## src/design/sbl_pkg.sv

```systemverilog
// sbl_pkg: shared types and constants for the sorted byte list unit.
// No dependencies; used by sbl_ctrl, sbl_datapath and sorted_byte_list_unit.
`timescale 1ns / 1ps
`default_nettype none

package sbl_pkg;

   localparam int CAPACITY = 16;
   localparam int IDX_W    = (CAPACITY > 1) ? $clog2(CAPACITY) : 1;
   localparam int COUNT_W  = 5;
   localparam int VALUE_W  = 8;
   localparam int STATUS_W = 3;

   typedef enum logic {
      CMD_INSERT = 1'b0,
      CMD_DELETE = 1'b1
   } command_type;

   typedef enum logic [STATUS_W-1:0] {
      STAT_INSERTED  = 3'd0,
      STAT_FULL      = 3'd1,
      STAT_DELETED   = 3'd2,
      STAT_NOT_FOUND = 3'd3,
      STAT_EMPTY     = 3'd4
   } status_type;

   typedef enum logic {
      S_IDLE = 1'b0,
      S_EXEC = 1'b1
   } state_type;

   typedef struct packed {
      logic capture;
      logic commit;
   } ctrl_cmd_type;

endpackage

`default_nettype wire

```

## src/design/sorted_byte_list_unit.sv

```systemverilog
// sorted_byte_list_unit: top level of the sorted signed-byte list.
// Depends on sbl_pkg, sbl_ctrl and sbl_datapath.
//
// Keeps up to 16 signed bytes in ascending order. An insert beat goes in
// front of the first entry that is not smaller; a delete beat removes the
// first equal entry. Each request beat yields one response beat with
// status, entry count and empty flag. An item is handled in two steps:
// capture of the request, then an execute step in which all entries are compared
// in parallel and the entry row, if written, shifts by one place. The execute step waits while the
// previous response is still stalled in the output register. The store
// needs no clearing after reset.
`timescale 1ns / 1ps
`default_nettype none

module sorted_byte_list_unit (
   input  wire logic                               clock,
   input  wire logic                               reset,
   input  wire logic                               req_valid,
   output logic                                    req_stall,
   input  wire logic                               req_command,
   input  wire logic signed [sbl_pkg::VALUE_W-1:0] req_item_value,
   output logic                                    rsp_valid,
   input  wire logic                               rsp_stall,
   output logic [sbl_pkg::STATUS_W-1:0]            rsp_status,
   output logic [sbl_pkg::COUNT_W-1:0]             rsp_entry_count,
   output logic                                    rsp_list_empty
);

   sbl_pkg::ctrl_cmd_type cmd;

   sbl_ctrl u_ctrl (
      .clock     (clock),
      .reset     (reset),
      .req_valid (req_valid),
      .req_stall (req_stall),
      .rsp_valid (rsp_valid),
      .rsp_stall (rsp_stall),
      .cmd       (cmd)
   );

   sbl_datapath u_datapath (
      .clock           (clock),
      .reset           (reset),
      .cmd             (cmd),
      .req_command     (req_command),
      .req_item_value  (req_item_value),
      .rsp_status      (rsp_status),
      .rsp_entry_count (rsp_entry_count),
      .rsp_list_empty  (rsp_list_empty)
   );

endmodule

`default_nettype wire

```

## src/design/sbl_ctrl.sv

```systemverilog
// sbl_ctrl: controller state machine for the sorted byte list unit.
// Depends on sbl_pkg; drives capture/commit commands to sbl_datapath.
`timescale 1ns / 1ps
`default_nettype none

module sbl_ctrl (
   input  wire logic                  clock,
   input  wire logic                  reset,
   input  wire logic                  req_valid,
   output logic                       req_stall,
   output logic                       rsp_valid,
   input  wire logic                  rsp_stall,
   output sbl_pkg::ctrl_cmd_type      cmd
);

   sbl_pkg::state_type state_ff;
   sbl_pkg::state_type state_in;
   logic               rsp_valid_ff;
   logic               rsp_valid_in;
   logic               out_free;

   assign out_free = !rsp_valid_ff || !rsp_stall;

   always_comb begin
      state_in = state_ff;
      case (state_ff)
         sbl_pkg::S_IDLE: begin
            if (req_valid) begin
               state_in = sbl_pkg::S_EXEC;
            end
         end
         sbl_pkg::S_EXEC: begin
            if (out_free) begin
               state_in = sbl_pkg::S_IDLE;
            end
         end
         default: state_in = sbl_pkg::S_IDLE;
      endcase
   end

   always_comb begin
      req_stall   = 1'b1;
      cmd.capture = 1'b0;
      cmd.commit  = 1'b0;
      case (state_ff)
         sbl_pkg::S_IDLE: begin
            req_stall   = 1'b0;
            cmd.capture = req_valid;
         end
         sbl_pkg::S_EXEC: begin
            cmd.commit = out_free;
         end
         default: begin
            req_stall = 1'b1;
         end
      endcase
      rsp_valid_in = cmd.commit || (rsp_valid_ff && rsp_stall);
   end

   always_ff @(posedge clock) begin
      if (reset) begin
         state_ff     <= sbl_pkg::S_IDLE;
         rsp_valid_ff <= 1'b0;
      end else begin
         state_ff     <= state_in;
         rsp_valid_ff <= rsp_valid_in;
      end
   end

   assign rsp_valid = rsp_valid_ff;

endmodule

`default_nettype wire

```

## src/design/sbl_datapath.sv

```systemverilog
// sbl_datapath: entry row, parallel compare, one-position shift and result register.
// Depends on sbl_pkg; commanded by sbl_ctrl.
`timescale 1ns / 1ps
`default_nettype none

module sbl_datapath (
   input  wire logic                          clock,
   input  wire logic                          reset,
   input  wire sbl_pkg::ctrl_cmd_type         cmd,
   input  wire logic                          req_command,
   input  wire logic signed [sbl_pkg::VALUE_W-1:0] req_item_value,
   output logic [sbl_pkg::STATUS_W-1:0]       rsp_status,
   output logic [sbl_pkg::COUNT_W-1:0]        rsp_entry_count,
   output logic                               rsp_list_empty
);

   localparam int N = sbl_pkg::CAPACITY;

   logic signed [sbl_pkg::VALUE_W-1:0] entry_ff [N];
   logic signed [sbl_pkg::VALUE_W-1:0] entry_in [N];
   logic [sbl_pkg::COUNT_W-1:0]        count_ff;
   logic [sbl_pkg::COUNT_W-1:0]        count_in;
   sbl_pkg::command_type               op_ff;
   logic signed [sbl_pkg::VALUE_W-1:0] value_ff;
   sbl_pkg::status_type                status_ff;
   sbl_pkg::status_type                status_in;
   logic [sbl_pkg::COUNT_W-1:0]        out_count_ff;
   logic                               out_empty_ff;
   logic [N-1:0]                       lt_vec;
   logic [N-1:0]                       eq_vec;
   logic [N-1:0]                       hit_le;
   logic                               full;
   logic                               empty;
   logic                               found;
   logic                               write_row;

   // per-entry compare and next value
   for (genvar i = 0; i < N; i++) begin : g_cell
      logic                               in_list;
      logic signed [sbl_pkg::VALUE_W-1:0] ins_val;
      logic signed [sbl_pkg::VALUE_W-1:0] del_val;

      assign in_list   = sbl_pkg::COUNT_W'(i) < count_ff;
      assign lt_vec[i] = in_list && (entry_ff[i] < value_ff);
      assign eq_vec[i] = in_list && (entry_ff[i] == value_ff);
      assign hit_le[i] = |(eq_vec & ({N{1'b1}} >> (N - 1 - i)));

      if (i == 0) begin : g_first
         assign ins_val = lt_vec[i] ? entry_ff[i] : value_ff;
      end else begin : g_rest
         assign ins_val = lt_vec[i]     ? entry_ff[i]   :
                          lt_vec[i-1]   ? value_ff      : entry_ff[i-1];
      end
      if (i == N - 1) begin : g_last
         assign del_val = entry_ff[i];
      end else begin : g_mid
         assign del_val = hit_le[i] ? entry_ff[i+1] : entry_ff[i];
      end
      assign entry_in[i] = (op_ff == sbl_pkg::CMD_INSERT) ? ins_val : del_val;
   end

   assign full  = count_ff == sbl_pkg::COUNT_W'(N);
   assign empty = count_ff == '0;
   assign found = |eq_vec;

   always_comb begin
      count_in  = count_ff;
      write_row = 1'b0;
      status_in = sbl_pkg::STAT_INSERTED;
      case (op_ff)
         sbl_pkg::CMD_INSERT: begin
            if (full) begin
               status_in = sbl_pkg::STAT_FULL;
            end else begin
               status_in = sbl_pkg::STAT_INSERTED;
               write_row = 1'b1;
               count_in  = count_ff + sbl_pkg::COUNT_W'(1);
            end
         end
         sbl_pkg::CMD_DELETE: begin
            if (empty) begin
               status_in = sbl_pkg::STAT_EMPTY;
            end else if (!found) begin
               status_in = sbl_pkg::STAT_NOT_FOUND;
            end else begin
               status_in = sbl_pkg::STAT_DELETED;
               write_row = 1'b1;
               count_in  = count_ff - sbl_pkg::COUNT_W'(1);
            end
         end
         default: status_in = sbl_pkg::STAT_INSERTED;
      endcase
   end

   always_ff @(posedge clock) begin
      if (reset) begin
         count_ff <= '0;
      end else if (cmd.commit) begin
         count_ff <= count_in;
      end
   end

   always_ff @(posedge clock) begin
      if (cmd.capture) begin
         op_ff    <= sbl_pkg::command_type'(req_command);
         value_ff <= req_item_value;
      end
      if (cmd.commit) begin
         status_ff    <= status_in;
         out_count_ff <= count_in;
         out_empty_ff <= count_in == '0;
         if (write_row) begin
            entry_ff <= entry_in;
         end
      end
   end

   assign rsp_status      = status_ff;
   assign rsp_entry_count = out_count_ff;
   assign rsp_list_empty  = out_empty_ff;

endmodule

`default_nettype wire
```

## config.mk

```make
export PLATFORM = sky130hd
export DESIGN_NAME = sorted_byte_list_unit
export DESIGN_NICKNAME = d
export VERILOG_FILES = /design/src/design/sbl_pkg.sv /design/src/design/sorted_byte_list_unit.sv /design/src/design/sbl_ctrl.sv /design/src/design/sbl_datapath.sv
export SDC_FILE = /design/constraint.sdc
export NUM_CORES = 1
export LEC_CHECK = 0
export ABC_AREA = 1
export BUFFER_PORTS_ARGS = -buffer_cell sky130_fd_sc_hd__buf_2
export CORE_MARGIN = 2
export CORE_UTILIZATION = 50
export DETAILED_ROUTE_END_ITERATION = 7
export PLACE_DENSITY = 0.66
export SLEW_MARGIN = 5
export SYNTH_ARGS = -nofsm -noshare
export SYNTH_HDL_FRONTEND = slang
export SYNTH_SLANG_ARGS = --single-unit
```

## constraint.sdc

```tcl
create_clock -name clock -period 3.9 [get_ports clock]
set_input_delay 0.39 -clock clock [delete_from_list [all_inputs] [get_ports clock]]
set_output_delay 0.39 -clock clock [all_outputs]
set_load 0.02 [all_outputs]
```

==> results.cfg <==
[status]
status = finished, final reports clean

[cts]
htree_levels = 4
clockRootBuffer = clkbuf_16
post_cts_buffers = 0
cts_tree = yes
postCtsHoldBufs = 0
clockBufferDepth = 2
clk_pin_slew_ns = 0.07
clk_latency_ns = 0.43
clock-sinks = 153
cts_buffers = 17
cts_resized = 0

[global_routing]
grt_overflow_total = 0
antenna_found_initial = 0
grt_pass1_wl_um = 51600
grtUsageTotal_pct = 27.7
grt_start_max_net_pins = 86
grt_pass1_vias = 9519

[sta]
setup_viol = 0
timing.final.hold_violations = 0
worstMarginPinSlew_ns = 0.904
finalCritPeriodShare_pct = 84.9
slew_headroom_pct = 39.5
tns_ns = 0
maxSlewViolCount = 0
rsz0062_at_grt = no
finalCriticalPeriod_ns = 3.31
skew_ns = 0.00746
fmax_mhz = 302

[route]
drt-initial-drc-count = 902
wl_per_cell_um = 18.7
drc = 0
drt-total-wl_um = 32900
vias = 10000
viasPerCell = 5.69
final_antenna_net_count = 0
first_pass_iters = 5

[worst_setup_path]
crit_path_max_fanout = 17
r2r_start = u_datapath.value_ff[7]
start_kind = register
arrival_ns = 3.38
cp.required_ns = 3.97
path_class = reg2reg
cp-startpoint = u_datapath.value_ff[7]
endpoint_kind = register

[logic_synthesis]
synth-main-ff-cell = edfxtp_1
yosysTopAreaCellShare_pct = 38.3
synth_area_leader_cell = edfxtp_1
yosys.area_share.simple_pct = 21.6
ys_async_sr_fraction_pct = 0
synth_mux_area_share_pct = 0
yosys_register_bits = 153
yosys_warnings = 0
synth_top_family_by_area = simple AND/OR/NAND/NOR gates
syn_nets = 1580
synth_compound_area_share_pct = 15.8
synth_edf_count = 146
synth_cell_types = 45
syn-cell-area_um2 = 11400
synth_xor_area_share_pct = 0.230
synth_cells = 1435
ys_seq_area_share_pct = 39.6
syn_area_per_cell_um2 = 7.97
synth_area_leaders = edfxtp_1 38%, ha_1 14%, nand2_1 10%
yosys.area_share.adder_pct = 14.4

[power_and_ir_drop]
p_leak_nw = 5.74
vdd.ir_drop.worst_mv = 0.268
totalPowerFinal_mw = 4.16
p_per_area_nw_per_um2 = 332

[placed_design]
gp_congestion = 0.924
placed_cell_area_um2 = 12000
port_buffers = 23
hpwlAfterDp_um = 24200

[die]
pin_count = 24
initial_utilization_pct = 50.7
die_y_um = 155
coreArea_um2 = 22600
die_w_um = 155
rows = 55
die_area_um2 = 24100

[final_layout]
drive_above_1_share_pct = 9.42
antenna_cells = 0
nets = 1608
design_area_um2 = 12500
area_delta_synth_final_pct = 9.59

[hold_path]
min-delay-start = req_item_value[0]
min_path_type = in2reg

[job]
maxCapViolCount = 0
==> Yosys cell counts (3+ instances only) <==
master / n
nand2_2: 6
o21ai_1: 4
nor3_2: 6
nand4_1: 8
edfxtp_1: 146
o22ai_1: 13
dfxtp_1: 7
nor3_1: 6
nor2_2: 6
inv_2: 6
clkinv_1: 8
o21a_1: 13
a21oi_1: 87
o211ai_1: 4
nand2_1: 310
or2_2: 3
nand2_4: 4
a211oi_1: 5
nor2_1: 124
a21oi_2: 4
nand3_1: 99
buf_2: 3
buf_1: 5
buf_6: 5
ha_1: 132
o221ai_1: 8
clkbuf_1: 40
inv_1: 172
o21ai_0: 177
==> through the flow <==
stage / setup slack [ns] / cells / hold slack (ns) / util, %
after floorplan: 0.392 / 1435 / 0.459 / -
after global placement: 0.654 / 1729 / 0.477 / 53.0
after detailed placement: 0.568 / 1729 / 0.482 / 53.0
after CTS: 0.561 / 1761 / 0.128 / 55.5
after global routing: 0.301 / 1761 / 0.126 / 55.5
final: 0.590 / 1761 / 0.137 / 55.5
==> report_power, final <==
| group | leakage, nW | internal, mW | switching (mW) | total (mW) |
|---|---|---|---|---|
| logic | 4.08 | 0.202 | 0.416 | 0.618 |
| registers | 1.40 | 1.86 | 0.0260 | 1.88 |
| clock network | 0.271 | 0.896 | 0.758 | 1.65 |
| total | 5.74 | 2.96 | 1.20 | 4.16 |
==> cell usage in the layout, fill, tap and decap left out, drive strengths merged, types with 2 or more instances in the layout <==
master,n
o21bai,2
dfxtp,7
o21a,13
ha,132
o221ai,8
o211a,2
a211oi,7
edfxtp,146
o21ai,181
inv,185
nor3,12
buf,62
nand4,8
a221oi,2
o211ai,4
nand2,320
xor2,2
o22ai,13
clkinv,13
a21boi,3
a21oi,91
nor2,133
clkinvlp,3
or2,3
nand3,101
clkbuf,18
==> layer usage <==
metal / routed length (um) / global-route usage, %
met1: 14500 / 37.4
met5: 0 / 0
met3: 2230 / 5.91
met4: 922 / 8.43
met2: 15200 / 44.9
==> cell families after synthesis <==
logic type | Yosys count
AOI/OAI and AO/OA | 328
buffers and inverters | 241
DFF | 153
adders and majority gates | 132
and+or+nand+nor | 578
xor gates and xnor gates | 3
==> flip-flops by register name, summed over array words and instances (netlist names) <==
name                        cells
u_datapath.rsp_status           3
u_datapath.op_ff                1
u_ctrl.rsp_valid                1
u_datapath.entry_ff           120
u_datapath.g_cell.del_val       8
u_datapath.rsp_entry_count      5
u_datapath.rsp_list_empty       1
u_datapath.value_ff             8
u_datapath.count_ff             5
u_ctrl.state_ff                 1
==> critical path, stage by stage (launching register included) <==
cell      delay (ns)
edfxtp_1        0.35
clkinv_1        0.22
buf_4           0.26
ha_1            0.34
nand2_1         0.09
nor2_1          0.13
nand2_1         0.09
nor2_2          0.16
nor2_1          0.08
nand2_1         0.11
nor2_4          0.05
nand2_4         0.10
nand2_4         0.07
nand2_4         0.08
nand2_4         0.18
nor3_2          0.64
==> cell type report <==
class                           instances  area [um2]
Fill cell                            2119       10000
Multi-Input combinational cell       1041        5960
Sequential cell                       153        4520
Inverter                              188         713
Clock buffer                           18         429
Timing Repair Buffer                   62         408
Tap cell                              285         357
Clock inverter                         14         141
==> worst paths after layout <==
kind | slack, ns | cells past startpoint | to
setup / recovery | 0.59 | 15 | u_datapath.entry_ff[81]
setup reg to reg | 0.59 | 15 | u_datapath.entry_ff[81]
hold reg to reg | 0.49 | 2 | u_ctrl.rsp_valid
hold / removal | 0.14 | 1 | u_datapath.value_ff[0]
Power figures use the tool's default switching activity.
